**config.mk**
```make
export PLATFORM = sky130hd
export DESIGN_NAME = nand_boot_copy_bad_block_skip
export DESIGN_NICKNAME = d
export VERILOG_FILES = /design/src/sv/nbc_pkg.sv /design/src/sv/nbc_front.sv /design/src/sv/nbc_fifo.sv /design/src/sv/nbc_back.sv /design/src/sv/nand_boot_copy_bad_block_skip.sv
export SDC_FILE = /design/constraint.sdc
export NUM_CORES = 1
export LEC_CHECK = 0
export BUFFER_PORTS_ARGS = -buffer_cell sky130_fd_sc_hd__buf_2
export CORE_ASPECT_RATIO = 1.25
export CORE_MARGIN = 2
export CORE_UTILIZATION = 40
export CTS_BUF_LIST = sky130_fd_sc_hd__clkbuf_8
export CTS_CLUSTER_DIAMETER = 60
export DETAILED_ROUTE_END_ITERATION = 6
export PLACE_DENSITY_LB_ADDON = 0.12
export SLEW_MARGIN = 20
export SYNTH_ARGS = -nofsm -noshare
export SYNTH_HDL_FRONTEND = slang
export SYNTH_SLANG_ARGS = --single-unit
```
**constraint.sdc**
```tcl
create_clock -name clk_i -period 4.1 [get_ports clk_i]
set_input_delay 0.82 -clock clk_i [delete_from_list [all_inputs] [get_ports clk_i]]
set_output_delay 0.82 -clock clk_i [all_outputs]
set_load 0.005 [all_outputs]
```
**src/sv/nbc_pkg.sv**
```systemverilog
// Shared types and constants of the NAND boot copy engine.
// No dependencies; imported by the front, queue, back and checker.
`timescale 1ns / 1ps

package nbc_pkg;

  // result action codes
  localparam logic [2:0] ACT_SELECT   = 3'd0;
  localparam logic [2:0] ACT_UNSELECT = 3'd1;
  localparam logic [2:0] ACT_COMMAND  = 3'd2;
  localparam logic [2:0] ACT_ADDRESS  = 3'd3;
  localparam logic [2:0] ACT_READ     = 3'd4;
  localparam logic [2:0] ACT_MEMWR    = 3'd5;
  localparam logic [2:0] ACT_DONE     = 3'd6;

  // flash command bytes
  localparam logic [7:0] CMD_READ_A = 8'h00;
  localparam logic [7:0] CMD_READ_B = 8'h30;
  localparam logic [7:0] CMD_RESET  = 8'hff;

  localparam int unsigned QUEUE_DEPTH = 4;

  // tail of a job, emitted after the optional memory write and unselect
  typedef enum logic [2:0] {
    TAIL_NONE,
    TAIL_START,
    TAIL_READB,
    TAIL_ISSUE,
    TAIL_DONE
  } tail_e;

  typedef logic [4:0][7:0] addr5_t;

  typedef struct packed {
    logic        memwr_en;
    logic        unsel_en;
    tail_e       tail;
    logic [7:0]  wr_data;
    logic [31:0] wr_addr;
    logic [11:0] rd_count;
    logic        done_status;
    addr5_t      addr_bytes;
  } job_t;

endpackage

```
**src/sv/nbc_front.sv**
```systemverilog
// Front end of the NAND boot copy engine: accepts items, keeps the copy state
// and turns each item into at most one job for the queue. Depends on nbc_pkg.
`timescale 1ns / 1ps

module nbc_front #(
  parameter int unsigned PAGE_BYTES  = 2048,
  parameter int unsigned PAGE_SHIFT  = 12,
  parameter int unsigned BLOCK_SHIFT = 18,
  parameter int unsigned ADDR_BITS   = 29
) (
  input  logic          clk_i,
  input  logic          rst_ni,
  input  logic          in_valid_i,
  output logic          in_stall_o,
  input  logic [1:0]    mode_i,
  input  logic [7:0]    data_byte_i,
  input  logic [31:0]   dest_base_i,
  input  logic [24:0]   image_bytes_i,
  input  logic          full_i,
  output logic          push_o,
  output nbc_pkg::job_t job_o
);
  import nbc_pkg::*;

  localparam int unsigned FA_W = ADDR_BITS + 1;
  localparam int unsigned BLK_W = ADDR_BITS - BLOCK_SHIFT;
  localparam int unsigned BI_W = $clog2(PAGE_BYTES);

  localparam logic [FA_W-1:0] PAGE_STEP = FA_W'(64'd1 << PAGE_SHIFT);
  localparam logic [FA_W-1:0] BLOCK_STEP = FA_W'(64'd1 << BLOCK_SHIFT);
  localparam logic [FA_W-1:0] PIB_MASK =
    FA_W'(((64'd1 << BLOCK_SHIFT) - 64'd1) & ~((64'd1 << PAGE_SHIFT) - 64'd1));
  localparam logic [FA_W-1:0] SPARE_COL = FA_W'(PAGE_BYTES);
  localparam logic [25:0] PAGE_LEN = 26'(PAGE_BYTES);
  localparam logic [11:0] PAGE_COUNT = 12'(PAGE_BYTES);
  localparam logic [BI_W-1:0] LAST_INDEX = BI_W'(PAGE_BYTES - 1);
  localparam logic [7:0] COL_HI_MASK = 8'(((64'd1 << PAGE_SHIFT) - 64'd1) >> 8);
  localparam logic [7:0] TOP_MASK = 8'(((64'd1 << ADDR_BITS) - 64'd1) >> (PAGE_SHIFT + 16));

  localparam logic [1:0] MODE_START = 2'd0;
  localparam logic [1:0] MODE_READY = 2'd1;
  localparam logic [1:0] MODE_DATA  = 2'd2;

  localparam logic [7:0] GOOD_BLOCK = 8'hff;

  localparam logic [2:0] PH_IDLE       = 3'd0;
  localparam logic [2:0] PH_RESET_WAIT = 3'd1;
  localparam logic [2:0] PH_SPARE_WAIT = 3'd2;
  localparam logic [2:0] PH_SPARE_DATA = 3'd3;
  localparam logic [2:0] PH_PAGE_WAIT  = 3'd4;
  localparam logic [2:0] PH_PAGE_DATA  = 3'd5;

  logic [2:0]       phase_q, phase_d;
  logic [FA_W-1:0]  flash_addr_q, flash_addr_d;
  logic [BLK_W-1:0] checked_q, checked_d;
  logic             checked_vld_q, checked_vld_d;
  logic [25:0]      bytes_left_q, bytes_left_d;
  logic [31:0]      write_ptr_q, write_ptr_d;
  logic [BI_W-1:0]  byte_index_q, byte_index_d;

  logic             accept;
  logic             do_proceed;
  logic [FA_W-1:0]  p_addr;
  logic [25:0]      p_bytes;
  logic [BLK_W-1:0] p_blk;
  job_t             job;
  logic             push;

  function automatic addr5_t addr_bytes_of(input logic [FA_W-1:0] a);
    logic [63:0] ax;
    addr5_t      r;
    ax = 64'(a);
    r[0] = ax[7:0];
    r[1] = ax[15:8] & COL_HI_MASK;
    r[2] = ax[PAGE_SHIFT +: 8];
    r[3] = ax[PAGE_SHIFT + 8 +: 8];
    r[4] = ax[PAGE_SHIFT + 16 +: 8] & TOP_MASK;
    return r;
  endfunction

  assign in_stall_o = full_i;
  assign accept = in_valid_i && !full_i;

  always_comb begin
    phase_d       = phase_q;
    flash_addr_d  = flash_addr_q;
    checked_d     = checked_q;
    checked_vld_d = checked_vld_q;
    bytes_left_d  = bytes_left_q;
    write_ptr_d   = write_ptr_q;
    byte_index_d  = byte_index_q;
    job           = '0;
    push          = 1'b0;
    do_proceed    = 1'b0;
    p_addr        = flash_addr_q;
    p_bytes       = bytes_left_q;

    if (accept) begin
      unique case (mode_i)
        MODE_START: begin
          if (phase_q == PH_IDLE) begin
            flash_addr_d  = '0;
            checked_d     = '0;
            checked_vld_d = 1'b0;
            byte_index_d  = '0;
            bytes_left_d  = 26'(image_bytes_i);
            write_ptr_d   = dest_base_i;
            job.tail      = TAIL_START;
            push          = 1'b1;
            phase_d       = PH_RESET_WAIT;
          end
        end
        MODE_READY: begin
          priority case (phase_q)
            PH_RESET_WAIT: begin
              job.unsel_en = 1'b1;
              do_proceed   = 1'b1;
            end
            PH_SPARE_WAIT: begin
              job.tail     = TAIL_READB;
              job.rd_count = 12'd1;
              push         = 1'b1;
              phase_d      = PH_SPARE_DATA;
            end
            PH_PAGE_WAIT: begin
              job.tail     = TAIL_READB;
              job.rd_count = PAGE_COUNT;
              push         = 1'b1;
              byte_index_d = '0;
              phase_d      = PH_PAGE_DATA;
            end
            default: ;
          endcase
        end
        MODE_DATA: begin
          priority case (phase_q)
            PH_SPARE_DATA: begin
              job.unsel_en = 1'b1;
              do_proceed   = 1'b1;
              // bad block: jump to page 0 of the next block
              if (data_byte_i != GOOD_BLOCK) begin
                p_addr = (flash_addr_q & ~PIB_MASK) + BLOCK_STEP;
              end
            end
            PH_PAGE_DATA: begin
              job.memwr_en = 1'b1;
              job.wr_data  = data_byte_i;
              job.wr_addr  = write_ptr_q;
              push         = 1'b1;
              write_ptr_d  = write_ptr_q + 32'd1;
              if (byte_index_q >= LAST_INDEX) begin
                byte_index_d = '0;
                job.unsel_en = 1'b1;
                do_proceed   = 1'b1;
                p_bytes      = (bytes_left_q > PAGE_LEN) ? bytes_left_q - PAGE_LEN : '0;
                p_addr       = flash_addr_q + PAGE_STEP;
              end else begin
                byte_index_d = byte_index_q + 1'b1;
              end
            end
            default: ;
          endcase
        end
        default: ;
      endcase
    end

    p_blk = p_addr[ADDR_BITS-1:BLOCK_SHIFT];

    // pick the next read, or finish
    if (do_proceed) begin
      push         = 1'b1;
      flash_addr_d = p_addr;
      bytes_left_d = p_bytes;
      if (p_bytes == '0) begin
        job.tail        = TAIL_DONE;
        job.done_status = 1'b0;
        phase_d         = PH_IDLE;
      end else if (p_addr[ADDR_BITS]) begin
        job.tail        = TAIL_DONE;
        job.done_status = 1'b1;
        phase_d         = PH_IDLE;
      end else if (!checked_vld_q || p_blk != checked_q) begin
        checked_d      = p_blk;
        checked_vld_d  = 1'b1;
        job.tail       = TAIL_ISSUE;
        job.addr_bytes = addr_bytes_of(p_addr + SPARE_COL);
        phase_d        = PH_SPARE_WAIT;
      end else begin
        job.tail       = TAIL_ISSUE;
        job.addr_bytes = addr_bytes_of(p_addr);
        byte_index_d   = '0;
        phase_d        = PH_PAGE_WAIT;
      end
    end
  end

  assign push_o = push;
  assign job_o  = job;

  always_ff @(posedge clk_i or negedge rst_ni) begin
    if (!rst_ni) begin
      phase_q       <= PH_IDLE;
      flash_addr_q  <= '0;
      checked_q     <= '0;
      checked_vld_q <= 1'b0;
      bytes_left_q  <= '0;
      write_ptr_q   <= '0;
      byte_index_q  <= '0;
    end else begin
      phase_q       <= phase_d;
      flash_addr_q  <= flash_addr_d;
      checked_q     <= checked_d;
      checked_vld_q <= checked_vld_d;
      bytes_left_q  <= bytes_left_d;
      write_ptr_q   <= write_ptr_d;
      byte_index_q  <= byte_index_d;
    end
  end

endmodule

```
**src/sv/nbc_fifo.sv**
```systemverilog
// Short job queue between the front and back of the boot copy engine.
// Depends on nbc_pkg for the job type and depth.
`timescale 1ns / 1ps

module nbc_fifo (
  input  logic          clk_i,
  input  logic          rst_ni,
  input  logic          push_i,
  input  nbc_pkg::job_t push_job_i,
  output logic          full_o,
  input  logic          pop_i,
  output logic          head_valid_o,
  output nbc_pkg::job_t head_job_o
);
  import nbc_pkg::*;

  localparam int unsigned PTR_W = $clog2(QUEUE_DEPTH);
  localparam int unsigned CNT_W = $clog2(QUEUE_DEPTH + 1);
  localparam logic [CNT_W-1:0] FULL_CNT = CNT_W'(QUEUE_DEPTH);

  job_t             entry_q [QUEUE_DEPTH];
  logic [PTR_W-1:0] wr_ptr_q, rd_ptr_q;
  logic [CNT_W-1:0] count_q, count_d;
  logic             do_push, do_pop;

  assign full_o       = (count_q == FULL_CNT);
  assign head_valid_o = (count_q != '0);
  assign head_job_o   = entry_q[rd_ptr_q];
  assign do_push      = push_i && !full_o;
  assign do_pop       = pop_i && head_valid_o;

  always_comb begin
    count_d = count_q;
    if (do_push && !do_pop) begin
      count_d = count_q + 1'b1;
    end else if (do_pop && !do_push) begin
      count_d = count_q - 1'b1;
    end
  end

  always_ff @(posedge clk_i or negedge rst_ni) begin
    if (!rst_ni) begin
      wr_ptr_q <= '0;
      rd_ptr_q <= '0;
      count_q  <= '0;
    end else begin
      count_q <= count_d;
      if (do_push) begin
        wr_ptr_q <= wr_ptr_q + 1'b1;
      end
      if (do_pop) begin
        rd_ptr_q <= rd_ptr_q + 1'b1;
      end
    end
  end

  always_ff @(posedge clk_i) begin
    if (do_push) begin
      entry_q[wr_ptr_q] <= push_job_i;
    end
  end

endmodule

```
**src/sv/nbc_back.sv**
```systemverilog
// Back end of the boot copy engine: expands the queue head job into result
// transactions, one a cycle unless stalled, via an output register. Uses nbc_pkg.
`timescale 1ns / 1ps

module nbc_back (
  input  logic          clk_i,
  input  logic          rst_ni,
  input  logic          head_valid_i,
  input  nbc_pkg::job_t head_job_i,
  output logic          pop_o,
  output logic          out_valid_o,
  input  logic          out_stall_i,
  output logic [2:0]    action_o,
  output logic [7:0]    value_o,
  output logic [11:0]   byte_count_o,
  output logic [31:0]   mem_addr_o,
  output logic          status_o,
  output logic          last_o
);
  import nbc_pkg::*;

  // slot 0 memory write, slot 1 unselect, slots 2 and up the tail
  logic [3:0]  step_q, step_d;
  logic        started_q, started_d;
  logic [3:0]  slot, first_slot, last_slot, next_slot, tail_len;
  logic [2:0]  t;
  logic [2:0]  abyte;
  logic        is_last, emit;
  logic        out_valid_q, out_valid_d;
  logic [2:0]  action_q, action_d;
  logic [7:0]  value_q, value_d;
  logic [11:0] count_q, count_d;
  logic [31:0] maddr_q, maddr_d;
  logic        status_q, status_d;
  logic        last_q;

  always_comb begin
    unique case (head_job_i.tail)
      TAIL_START: tail_len = 4'd2;
      TAIL_READB: tail_len = 4'd1;
      TAIL_ISSUE: tail_len = 4'd8;
      TAIL_DONE:  tail_len = 4'd1;
      default:    tail_len = 4'd0;
    endcase
  end

  assign first_slot = head_job_i.memwr_en ? 4'd0 : (head_job_i.unsel_en ? 4'd1 : 4'd2);
  assign last_slot  = (tail_len != 4'd0) ? 4'd1 + tail_len
                                          : (head_job_i.unsel_en ? 4'd1 : 4'd0);
  assign slot       = started_q ? step_q : first_slot;
  assign next_slot  = (slot == 4'd0) ? (head_job_i.unsel_en ? 4'd1 : 4'd2) : slot + 4'd1;
  assign is_last    = (slot == last_slot);
  assign t          = 3'(slot - 4'd2);
  assign abyte      = t - 3'd2;

  assign emit  = head_valid_i && (!out_valid_q || !out_stall_i);
  assign pop_o = emit && is_last;

  always_comb begin
    action_d = ACT_DONE;
    value_d  = '0;
    count_d  = '0;
    maddr_d  = '0;
    status_d = 1'b0;
    if (slot == 4'd0) begin
      action_d = ACT_MEMWR;
      value_d  = head_job_i.wr_data;
      maddr_d  = head_job_i.wr_addr;
    end else if (slot == 4'd1) begin
      action_d = ACT_UNSELECT;
    end else begin
      unique case (head_job_i.tail)
        TAIL_START: begin
          if (t == 3'd0) begin
            action_d = ACT_SELECT;
          end else begin
            action_d = ACT_COMMAND;
            value_d  = CMD_RESET;
          end
        end
        TAIL_READB: begin
          action_d = ACT_READ;
          count_d  = head_job_i.rd_count;
        end
        TAIL_ISSUE: begin
          priority if (t == 3'd0) begin
            action_d = ACT_SELECT;
          end else if (t == 3'd1) begin
            action_d = ACT_COMMAND;
            value_d  = CMD_READ_A;
          end else if (t == 3'd7) begin
            action_d = ACT_COMMAND;
            value_d  = CMD_READ_B;
          end else begin
            action_d = ACT_ADDRESS;
            value_d  = head_job_i.addr_bytes[abyte];
          end
        end
        TAIL_DONE: begin
          action_d = ACT_DONE;
          status_d = head_job_i.done_status;
        end
        default: ;
      endcase
    end
  end

  always_comb begin
    step_d    = step_q;
    started_d = started_q;
    if (emit) begin
      if (is_last) begin
        started_d = 1'b0;
      end else begin
        step_d    = next_slot;
        started_d = 1'b1;
      end
    end
  end

  assign out_valid_d = emit || (out_valid_q && out_stall_i);

  always_ff @(posedge clk_i or negedge rst_ni) begin
    if (!rst_ni) begin
      out_valid_q <= 1'b0;
      step_q      <= '0;
      started_q   <= 1'b0;
    end else begin
      out_valid_q <= out_valid_d;
      step_q      <= step_d;
      started_q   <= started_d;
    end
  end

  always_ff @(posedge clk_i) begin
    if (emit) begin
      action_q <= action_d;
      value_q  <= value_d;
      count_q  <= count_d;
      maddr_q  <= maddr_d;
      status_q <= status_d;
      last_q   <= is_last;
    end
  end

  assign out_valid_o  = out_valid_q;
  assign action_o     = action_q;
  assign value_o      = value_q;
  assign byte_count_o = count_q;
  assign mem_addr_o   = maddr_q;
  assign status_o     = status_q;
  assign last_o       = last_q;

endmodule

```
**src/sv/nand_boot_copy_bad_block_skip.sv**
```systemverilog
// Top level of the NAND boot copy engine with bad-block skip: APB registers,
// front end, job queue and back end. Depends on nbc_pkg, nbc_front, nbc_fifo, nbc_back.
//
//   channel  | signals                                   | direction
//   ---------+-------------------------------------------+----------
//   input    | in_valid_i, in_stall_o, mode_i, data_byte_i | in
//   result   | out_valid_o, out_stall_i, action_o .. last_o | out
//   config   | psel, penable, pwrite, paddr, pwdata, prdata | APB
//
// An input transaction is taken every cycle while the four-entry job queue has room.
// Results leave one a cycle from the output register while not stalled; an item yields
// up to 10 of them (none when it is ignored), 9 or 10 when it issues a flash read.
// An item reaches the result port at the earliest via the job queue and output register.
// Reset is asynchronous and clears all control state; no clearing pass is needed.
`timescale 1ns / 1ps

module nand_boot_copy_bad_block_skip #(
  parameter int unsigned PAGE_BYTES  = 2048,
  parameter int unsigned PAGE_SHIFT  = 12,
  parameter int unsigned BLOCK_SHIFT = 18,
  parameter int unsigned ADDR_BITS   = 29
) (
  input  logic        clk_i,
  input  logic        rst_ni,
  input  logic        in_valid_i,
  output logic        in_stall_o,
  input  logic [1:0]  mode_i,
  input  logic [7:0]  data_byte_i,
  output logic        out_valid_o,
  input  logic        out_stall_i,
  output logic [2:0]  action_o,
  output logic [7:0]  value_o,
  output logic [11:0] byte_count_o,
  output logic [31:0] mem_addr_o,
  output logic        status_o,
  output logic        last_o,
  input  logic        psel,
  input  logic        penable,
  input  logic        pwrite,
  input  logic [2:0]  paddr,
  input  logic [31:0] pwdata,
  output logic [31:0] prdata,
  output logic        pready
);
  import nbc_pkg::*;

  localparam logic REG_DEST_BASE   = 1'b0;
  localparam logic REG_IMAGE_BYTES = 1'b1;

  logic [31:0] dest_base_q;
  logic [24:0] image_bytes_q;
  logic        cfg_wr;

  logic        push, full, pop, head_valid;
  job_t        push_job, head_job;

  assign pready = 1'b1;
  assign cfg_wr = psel && penable && pwrite;
  assign prdata = (paddr[2] == REG_IMAGE_BYTES) ? 32'(image_bytes_q) : dest_base_q;

  always_ff @(posedge clk_i or negedge rst_ni) begin
    if (!rst_ni) begin
      dest_base_q   <= '0;
      image_bytes_q <= '0;
    end else if (cfg_wr) begin
      if (paddr[2] == REG_DEST_BASE) begin
        dest_base_q <= pwdata;
      end else begin
        image_bytes_q <= pwdata[24:0];
      end
    end
  end

  nbc_front #(
    .PAGE_BYTES (PAGE_BYTES),
    .PAGE_SHIFT (PAGE_SHIFT),
    .BLOCK_SHIFT(BLOCK_SHIFT),
    .ADDR_BITS  (ADDR_BITS)
  ) u_front (
    .clk_i        (clk_i),
    .rst_ni       (rst_ni),
    .in_valid_i   (in_valid_i),
    .in_stall_o   (in_stall_o),
    .mode_i       (mode_i),
    .data_byte_i  (data_byte_i),
    .dest_base_i  (dest_base_q),
    .image_bytes_i(image_bytes_q),
    .full_i       (full),
    .push_o       (push),
    .job_o        (push_job)
  );

  nbc_fifo u_fifo (
    .clk_i       (clk_i),
    .rst_ni      (rst_ni),
    .push_i      (push),
    .push_job_i  (push_job),
    .full_o      (full),
    .pop_i       (pop),
    .head_valid_o(head_valid),
    .head_job_o  (head_job)
  );

  nbc_back u_back (
    .clk_i       (clk_i),
    .rst_ni      (rst_ni),
    .head_valid_i(head_valid),
    .head_job_i  (head_job),
    .pop_o       (pop),
    .out_valid_o (out_valid_o),
    .out_stall_i (out_stall_i),
    .action_o    (action_o),
    .value_o     (value_o),
    .byte_count_o(byte_count_o),
    .mem_addr_o  (mem_addr_o),
    .status_o    (status_o),
    .last_o      (last_o)
  );

endmodule

```
After elaboration in Yosys (flattened, before gate mapping)
Memories as Yosys holds them, arrays and structs flattened.
Cells that the tools add are included.
Word-level totals
  flip-flop bits (word level): 241
  output and inout port bits: 92
  word-level logic and storage cells: 219
  memories: 1
  memory bits (writable): 392
  input port bits: 52
Memories
  u_fifo.entry_q: words 4, width 98, rd ports 1, clocked after Yosys merged registers in 0, wr ports 1, line nbc_fifo.sv:21  | job_t entry_q [QUEUE_DEPTH];
Operators by class
  magnitude comparators: 3
  bitwise logic cells: 4
  $add $sub $neg: 14
  muxes and demuxes: 110
  equality and inequality tests: 22
  reductions and logical operators: 43
Operator list (number)
  $mux W30: 8
  $mux W26: 9
  $mux W11: 16
  $mux W40: 3
  $mux W32: 3
  $mux W33: 2
  $pmux W32 S2: 1
  $pmux W30 S2: 1
  $mux W57: 1
  $mux W8: 7
  $mux W3: 14
  $mux W41: 1
  $pmux W11 S3: 1
  $add A32 B1 Y32 const B: 1
  $add A30 B13 Y30 const B: 1
  $add A30 B19 Y30 const B: 1
  $add A29 B12 Y29 const B: 1
  $gt A26 B12 Y1 const B: 1
  $logic_not A26 Y1: 1
  $sub A26 B12 Y26 const B: 1
  $bmux W8 S3: 1
  $mux W1: 24
  $pmux W12 S2: 1
  $pmux W3 S2: 3
  45 further kinds: 93

Logic depth before layout (Yosys ltp)
Gate-level depths: netlist of run 1.
An unclocked memory read counts as a cell.
  depth in word-level cells: 14
  mapped depth: 18
  gate-level depth less buffers: 17

By module
Synthesis of run 1 repeated with hierarchy kept, for this count alone.
Second synthesis, totals
  cells, all modules: 1848
  area total of the unflattened synthesis: 27762.9 um^2
Modules (own cells, without submodules)
  nbc_fifo: sequential area each 11946.5 um^2, area an instance 14659.1 um^2, instances 1, cells an instance 547
  nbc_front: sequential area each 2552.4 um^2, area an instance 7375.8 um^2, instances 1, cells an instance 909
  nbc_back: sequential area each 1861.8 um^2, area an instance 3083.0 um^2, instances 1, cells an instance 233
  nand_boot_copy_bad_block_skip: sequential area each 1426.4 um^2, area an instance 2645.0 um^2, instances 1, cells an instance 159

Worst setup path before layout of run 1
OpenSTA, ideal clock, no wires.
  kind: input-to-reg
  from: input port out_stall_i
  to: register u_fifo.count_q[1]
  arrival: 4569 ps
  setup time: 125 ps
  stages on the path: 7
  data required time: 3975 ps
  slack: -593 ps
  path buffers: 0
  cell sequence: a21oi_1 and2_1 inv_1 ha_1 inv_1 fa_1 mux2_2
On the way
  cells in the longest elaborated chain, start to end: 8
  elaborated cells on any way between the ends: 10
  classes of those cells: 1 x mux; 9 x reduce/logical
Ends and longest elaborated chain
  from (decl): line nand_boot_copy_bad_block_skip.sv:30  | input logic out_stall_i,
  $logic_not A1 Y1: line nbc_back.sv:56  | assign emit = head_valid_i && (!out_valid_q || !out_stall_i);
  $logic_or A1 B1 Y1: line nbc_back.sv:56
  $logic_and A1 B1 Y1: line nbc_back.sv:56
  $logic_and A1 B1 Y1: line nbc_back.sv:57  | assign pop_o = emit && is_last;
  $logic_and A1 B1 Y1: line nbc_fifo.sv:30  | assign do_pop = pop_i && head_valid_o;
  $logic_not A1 Y1: line nbc_fifo.sv:34  | if (do_push && !do_pop) begin
  $logic_and A1 B1 Y1: line nbc_fifo.sv:34
  $mux W3: line nbc_fifo.sv:34
  named net u_fifo.count_d[1]: line nbc_fifo.sv:23  | logic [CNT_W-1:0] count_q, count_d;
  to (signal assigned): line nbc_fifo.sv:47  | count_q <= count_d;
  to (decl): line nbc_fifo.sv:23
The timed path passes the listed nets, and every way through them passes these cells.
A chain may end at the register's enable or synchronous reset.

Worst setup path after layout of run 1
  from: register u_fifo.rd_ptr_q[0]
  to: register u_fifo.count_q[1]
On the way
  cells in the longest elaborated chain, start to end: 12
  elaborated cells on any way between the ends: 22
  classes of those cells: 1 x add/sub; 5 x eq/ne; 7 x mux; 8 x reduce/logical; 1 x memory
Ends and longest elaborated chain
  from (decl): line nbc_fifo.sv:22  | logic [PTR_W-1:0] wr_ptr_q, rd_ptr_q;
  from (signal assigned): line nbc_fifo.sv:52  | rd_ptr_q <= rd_ptr_q + 1'b1;
  $mem_v2 Z4 W98 *
  $eq A3 B2 Y1 / $eq A3 B3 Y1 (equally long branches): line nbc_back.sv:38  | unique case (head_job_i.tail)
  $reduce_or A2 Y1 (no source line)
  $pmux W4 S3: line nbc_back.sv:38
  $add A1 B4 Y4 / $reduce_bool A4 Y1 (equally long branches): line nbc_back.sv:48  | assign last_slot = (tail_len != 4'd0) ? 4'd1 + tail_len
  $mux W4: line nbc_back.sv:48
  $eq A4 B4 Y1 *: line nbc_back.sv:52  | assign is_last = (slot == last_slot);
  named net u_back.is_last: line nbc_back.sv:28  | logic is_last, emit;
  $logic_and A1 B1 Y1 *: line nbc_back.sv:57
  $logic_and A1 B1 Y1 *: line nbc_fifo.sv:30
  $logic_not A1 Y1 *: line nbc_fifo.sv:34
  $logic_and A1 B1 Y1 *: line nbc_fifo.sv:34
  $mux W3 *: line nbc_fifo.sv:34
  named net u_fifo.count_d[1]: line nbc_fifo.sv:23
The timed path passes the listed nets; every way through them passes the cells marked *.

==> results.yml, run 1 <==
run_status:
  status: "finished clean"
sta:
  fin_skew_ns: 0.0323
  grt_setup_unrepaired: "false"
  fin_tns_setup_ns: 0
  finalCriticalPeriod_ns: 3.87
  tightest_slew_ns: 1.07
  max_freq_mhz: 258
  slew_viol_final: 0
  fin_crit_sh: 0.944
  slew_headroom: 0.282
  hold_violations: 0
  final-setup-viol-count: 0
critical_path:
  end_kind: "flip-flop"
  crit_required_ns: 4.63
  arrival_ns: 4.41
  start_kind: "flip-flop"
  path_class: "reg2reg"
  cp_max_fo: 6
route:
  ant_nets: 0
  first_pass_iters: 5
  vias_per_cell: 5.55
  avgRoutedWirePerCell_um: 21.3
  first_iter_violations: 1157
  num_vias: 15100
  drc_errors: 0
  finalWirelength_um: 57800
layout:
  layout-drive-gt1-share: 0.268
  area_delta_synth_final_pct: 15.7
  n_fill_cell: 4988
  seq_area_um2: 13800
  final_area_um2: 26400
  final_nets: 1984
  multi_input_area_um2: 8530
place:
  place_hpwl_um: 39200
  dpl_cell_area_um2: 24800
  place_congestion: 0.910
  io_buffer_count: 130
power_and_ir_drop:
  p_leak_nw: 10.1
  switching_share: 0.325
  vdd_drop_max_mv: 0.277
  pwr-share-clk: 0.276
  combPwrFrac: 0.285
  seq_power_share: 0.439
  p_sw_w: 0.00503
  powerDensity_nw_per_um2: 585
  p_int_w: 0.0104
global_routing:
  grtUsageMet1: 0.274
  antenna_found_initial: 2
  first_global_vias: 15300
  busiest_layer: "met2"
  grt_pass1_wl_um: 90900
  grt_use_total: 0.199
  met3_usage: 0.0313
  grt-ovfl-total: 0
  use_met2: 0.322
  grt_max_degree: 76
die:
  rows: 97
  io_pins: 144
  die_w_um: 218
  die_area_um2: 59000
  coreArea_um2: 56200
  initial_core_util: 0.406
  fp.dieH_um: 271
synthesis:
  synth_area_leaders: "edfxtp_1 (41%), dfrtp_1 (19%), mux4_2 (6.6%), mux2_2 (4.3%), nand2_1 (1.9%)"
  synth_common_cells: "edfxtp_1 (315), dfrtp_1 (172), nand2_1 (115)"
  syn_area_per_cell_um2: 13.3
  synth_seq_cells: 487
  synthArstFlopShare: 0.353
  yosysTopAreaCell: "edfxtp_1"
  yosys_warnings: 0
  synth-seq-area-share: 0.603
  synth.most_common_cell: "edfxtp_1"
  synth_edf_count: 315
  netlist_area_um2: 22800
  synthCells: 1720
  synth.top_cell.area_share: 0.414
  ys.flop_type: "edfxtp_1"
  synthDistinctLibCells: 92
clock_network:
  hold_buffers: 0
  path_clk_slew_ns: 0.06
  clk_path_buf_depth: 3
  clock_latency_ns: 0.66
  cts_tree: "yes"
  root_buffer: "clkbuf_8"
  htreeDepth: 3
  cts_resized: 0
  cts_setup_buffers: 0
  cts_buffers: 79
  cts.sinks: 487
flow_run:
  max-cap-violations: 0
min_path:
  hp-class: "in2async"
==> per-layer routing <==
metal  up-vias  part of all wire
met5         -           0.00012
met4         2             0.021
met3        85             0.045
met2       392              0.48
met1      7638              0.45
li1       6981                 -
==> logic make-up (layout without fill, tap and decap cells) <==
group | Yosys count | after routing | synth area share
adder cells (fa/ha/maj) | 22 | 22 | 0.0124
flip-flops | 487 | 487 | 0.603
AND/OR/NAND/NOR | 532 | 532 | 0.127
XOR/XNOR | 25 | 25 | 0.0108
multiplexers | 183 | 183 | 0.122
AO/OA/AOI/OAI | 323 | 323 | 0.0968
buffers and inverters | 146 | 389 | 0.0285
other | 2 | 16 | 0.000329
==> cell usage in the layout, fill, tap and decap left out, types with 9 or more instances in the layout <==
cell type,count
a22o_1,14
and3_1,61
mux2i_1,28
clkinv_1,12
buf_4,67
dfrtp_1,170
nand3_1,53
inv_1,54
mux2_2,88
xor2_1,14
and4_1,12
o21ai_0,71
edfxtp_1,315
and2_1,54
xnor2_1,9
nor2b_1,15
a21oi_1,77
nor4_1,17
conb_1,15
clkbuf_8,94
nand2_1,115
nor3_1,27
o22ai_1,33
nor2_1,91
a31oi_1,15
buf_12,13
mux4_2,67
ha_1,21
nand4_1,19
buf_2,129
nand2b_1,11
==> path summary, 6_finish.rpt <==
check	start	slack, ns	end	cells past startpoint
worst min register to register	u_fifo.count_q[2]	0.50	u_fifo.count_q[2]	1
worst max register to register	u_fifo.rd_ptr_q[0]	0.23	u_fifo.count_q[1]	15
worst max-delay path	u_fifo.rd_ptr_q[0]	0.23	u_fifo.count_q[1]	15
worst min-delay path	rst_ni	0.09	u_front.flash_addr_q[24]	1
min in group clk_i	pwdata[30]	0.39	dest_base_q[30]	2
max in group asynchronous	rst_ni	3.24	dest_base_q[16]	2
==> critical path: stages (launching register included) <==
cell and delay, ns:
dfrtp_4 0.47, mux4_2 0.58, nand2b_1 0.19, nor2_1 0.14
inv_1 0.08, ha_1 0.21, a211oi_1 0.23, a2bb2oi_1 0.24
xnor2_1 0.10, nor4_2 0.31, and2_1 0.21, inv_1 0.06
ha_1 0.22, inv_1 0.07, fa_1 0.40, mux2_2 0.26
==> sequential cells by signal, summed over array words and instances (netlist names), 2 cells and up <==
signal,cells
u_fifo.wr_ptr_q,2
image_bytes_q,25
u_back.step_q,4
u_front.write_ptr_q,32
u_front.flash_addr_q,18
u_back.value_o,8
u_front.byte_index_q,11
u_front.checked_q,11
u_fifo.rd_ptr_q,2
u_back.byte_count_o,2
u_fifo.count_q,3
dest_base_q,32
u_fifo.entry_q,268
u_back.action_o,3
u_back.mem_addr_o,32
u_front.phase_q,3
u_front.bytes_left_q,26
==> power by group through the flow <==
stage                     combinational, W  sequential (W)  clock [W]
after detailed placement           0.00445         0.00688          0
after floorplan                    0.00293         0.00656          0
after global placement             0.00441         0.00685          0
final                              0.00440         0.00678    0.00427
after global routing               0.00484         0.00688    0.00462
after CTS                          0.00446         0.00678    0.00442
==> per-stage QoR <==
step	util	setup slack (ns)	hold WS, ns	instances	total power [W]
final	0.470	0.229	0.0880	2719	0.0155
after global routing	0.470	0.000447	0.0909	2719	0.0163
after CTS	0.470	0.0828	0.0509	2715	0.0157
after detailed placement	0.440	0.0886	0.479	2568	0.0113
after global placement	0.440	0.115	0.472	2568	0.0113
after floorplan	-	0.400	0.450	1733	0.00948
==> layout make-up <==
class | instances | share of cell area
Clock inverter | 53 | 0.0132
Clock buffer | 94 | 0.0490
Inverter | 32 | 0.00474
Sequential cell | 487 | 0.521
Multi-Input combinational cell | 1100 | 0.323
Antenna cell | 1 | 0.0000947
Tap cell | 742 | 0.0351
Timing Repair Buffer | 210 | 0.0538
(Power assumes the default switching activity.)
==> run 2: changes to the inputs <==
- CORE_ASPECT_RATIO: 1.25 -> 1.75
==> run 2 against run 1 <==
  * Routed wire length about the same
  * Total power down 2.3%
  * Clock skew down 0.0059 ns
  * Global-route usage about the same
  * Critical path type unchanged
  * Largest cell class unchanged
  * Largest power group unchanged
==> results.yml, run 2 (same netlist as run 1, synthesis figures left out) <==
critical_path:
  crit_family: "buffers and inverters"
  critPathMaxStageDelay_ns: 0.44
  cp_max_fo: 28
  crit_buf_inv: 4
  path_depth: 12
  rrSetupSlack_ns: 0.28
  worstSetupEndpoint: "u_fifo.count_q[1]"
  arrival_ns: 4.34
  r2r_cells: 12
  crit_required_ns: 4.62
  start_kind: "flip-flop"
  r2r-start: "u_fifo.rd_ptr_q[1]"
  path_class: "reg2reg"
  rr_endpoint: "u_fifo.count_q[1]"
  crit_start: "u_fifo.rd_ptr_q[1]"
  crit_slowest_cell: "buf_4"
  crit_chain: "buf_4 -> mux4_2 -> o31ai_2 -> buf_4 -> xor2_1 -> nor4_2 -> and2_1 -> inv_1 -> ha_1 -> inv_1 -> fa_1 -> mux2_2"
  end_kind: "flip-flop"
layout:
  final_common_cell: "edfxtp_1"
  area_delta_synth_final_pct: 15.0
  final_nets: 1982
  top_register: "u_fifo.entry_q"
  largest_register_ffs: 268
  post-route-util: 0.466
  layout-drive-gt1-share: 0.266
  layout_common_cells: "edfxtp_1 (315), dfrtp_1 (170), buf_2 (129)"
sta:
  fin_tns_setup_ns: 0
  max_freq_mhz: 262
  slew_headroom: 0.299
  finalCriticalPeriod_ns: 3.82
  fin_crit_sh: 0.933
  grt_setup_unrepaired: "false"
  slew_viol_final: 0
  final-setup-viol-count: 0
  tightest_slew_ns: 1.04
  fin_skew_ns: 0.0264
  setup_ws_ns: 0.277
  hold_violations: 0
clock_network:
  cts_setup_buffers: 0
  cts_buffers: 74
  root_buffer: "clkbuf_8"
  cts_tree: "yes"
  cts.sinks: 487
  clk_path_buf_depth: 3
  path_clk_slew_ns: 0.06
  clock_latency_ns: 0.65
  htreeDepth: 3
place:
  place_congestion: 0.924
  place_hpwl_um: 40600
  io_buffer_count: 130
  dpl_worst_slack_ns: 0.0740
global_routing:
  grt_pass1_wl_um: 90500
  grt_use_total: 0.199
  grt-ovfl-total: 0
  first_global_vias: 15700
  grt_max_degree: 91
  antenna_found_initial: 1
route:
  vias_per_cell: 5.51
  drc_errors: 0
  avgRoutedWirePerCell_um: 21.2
  num_vias: 15000
  ant_nets: 0
  first_iter_violations: 767
  finalWirelength_um: 57900
  first_pass_iters: 5
die:
  io_pins: 144
  rows: 115
  initial_core_util: 0.405
  fp.dieH_um: 320
  die_area_um2: 59100
  coreArea_um2: 56400
  die_w_um: 185
run_status:
  status: "finished clean"
power_and_ir_drop:
  power.total_w: 0.0151
  powerDensity_nw_per_um2: 575
  vdd_drop_max_mv: 0.321
  p_leak_nw: 10.0
flow_run:
  max-cap-violations: 0
min_path:
  hp-class: "in2async"
==> run 2: cell count changes in the layout (fill, tap and decap cells not counted), moves of 2 or more <==
cell / delta
and2_4: -4
inv_6: +3
clkinv_2: +2
and2_2: +4
buf_4: +3
clkbuf_8: -15
==> run 2: area by class of cell <==
class	instances	area [µm²]
clock buffers	79	1090
inverters	32	125
multi-input cells	1100	8540
well taps	760	951
flip-flops and latches	487	13800
repair buffers	213	1440
diodes	1	2.50
fillers	5208	30100
clock inverters	57	363
==> run 2: routing by layer <==
layer  vias up  global-route usage  share of wire
li1       6968                   -              -
met1      7566               0.242           0.41
met2       391               0.352           0.52
met3       121              0.0271          0.038
met4         0              0.0841          0.034
met5         -                   0              0
==> run 2: worst reg2reg max path, delay by kind of cell (launching register included) <==
kind,cells,cell delay (ns)
and+or+nand+nor,2,0.54
buffers and inverters,4,0.90
adders and majority gates,2,0.65
muxes,2,0.71
xor gates and xnor gates,1,0.10
DFF,1,0.42
AOI/OAI and AO/OA,1,0.39
==> run 2: stage by stage <==
| step | instance area [µm²] | hold slack, ns | instances |
|---|---|---|---|
| 2_1_floorplan | 22900 | 0.450 | 1733 |
| 6_report | 26300 | 0.251 | 2729 |
| 4_1_cts | 26300 | 0.255 | 2728 |
| 5_1_grt | 26300 | 0.315 | 2729 |
| 3_5_place_dp | 24800 | 0.471 | 2592 |
| 3_3_place_gp | 24800 | 0.466 | 2592 |
==> run 2: worst min path at each step <==
| stage | cells after the start | endpoint | start |
|---|---|---|---|
| final | 1 | image_bytes_q[8] | rst_ni |
| after global routing | 1 | u_front.bytes_left_q[9] | rst_ni |
| after CTS | 1 | image_bytes_q[8] | rst_ni |
| after detailed placement | 2 | u_back.step_q[1] | u_back.step_q[1] |
| after global placement | 2 | u_back.step_q[1] | u_back.step_q[1] |
| after floorplan | 2 | u_back.step_q[1] | u_back.step_q[1] |
==> run 2: timing repair <==
| item | CTS | global route |
|---|---|---|
| endpoints found under the hold margin | 0 | 0 |
| setup endpoints to repair | 0 | 2 |
| hold buffers | 0 | 0 |
| gates resized for setup | 0 | 2 |
==> run 2: power breakdown <==
group | switching, W | internal, W | leakage [nW] | total (W)
combinational | 0.00240 | 0.00199 | 4.10 | 0.00439
clock | 0.00193 | 0.00200 | 0.830 | 0.00393
sequential | 0.000655 | 0.00612 | 5.07 | 0.00678
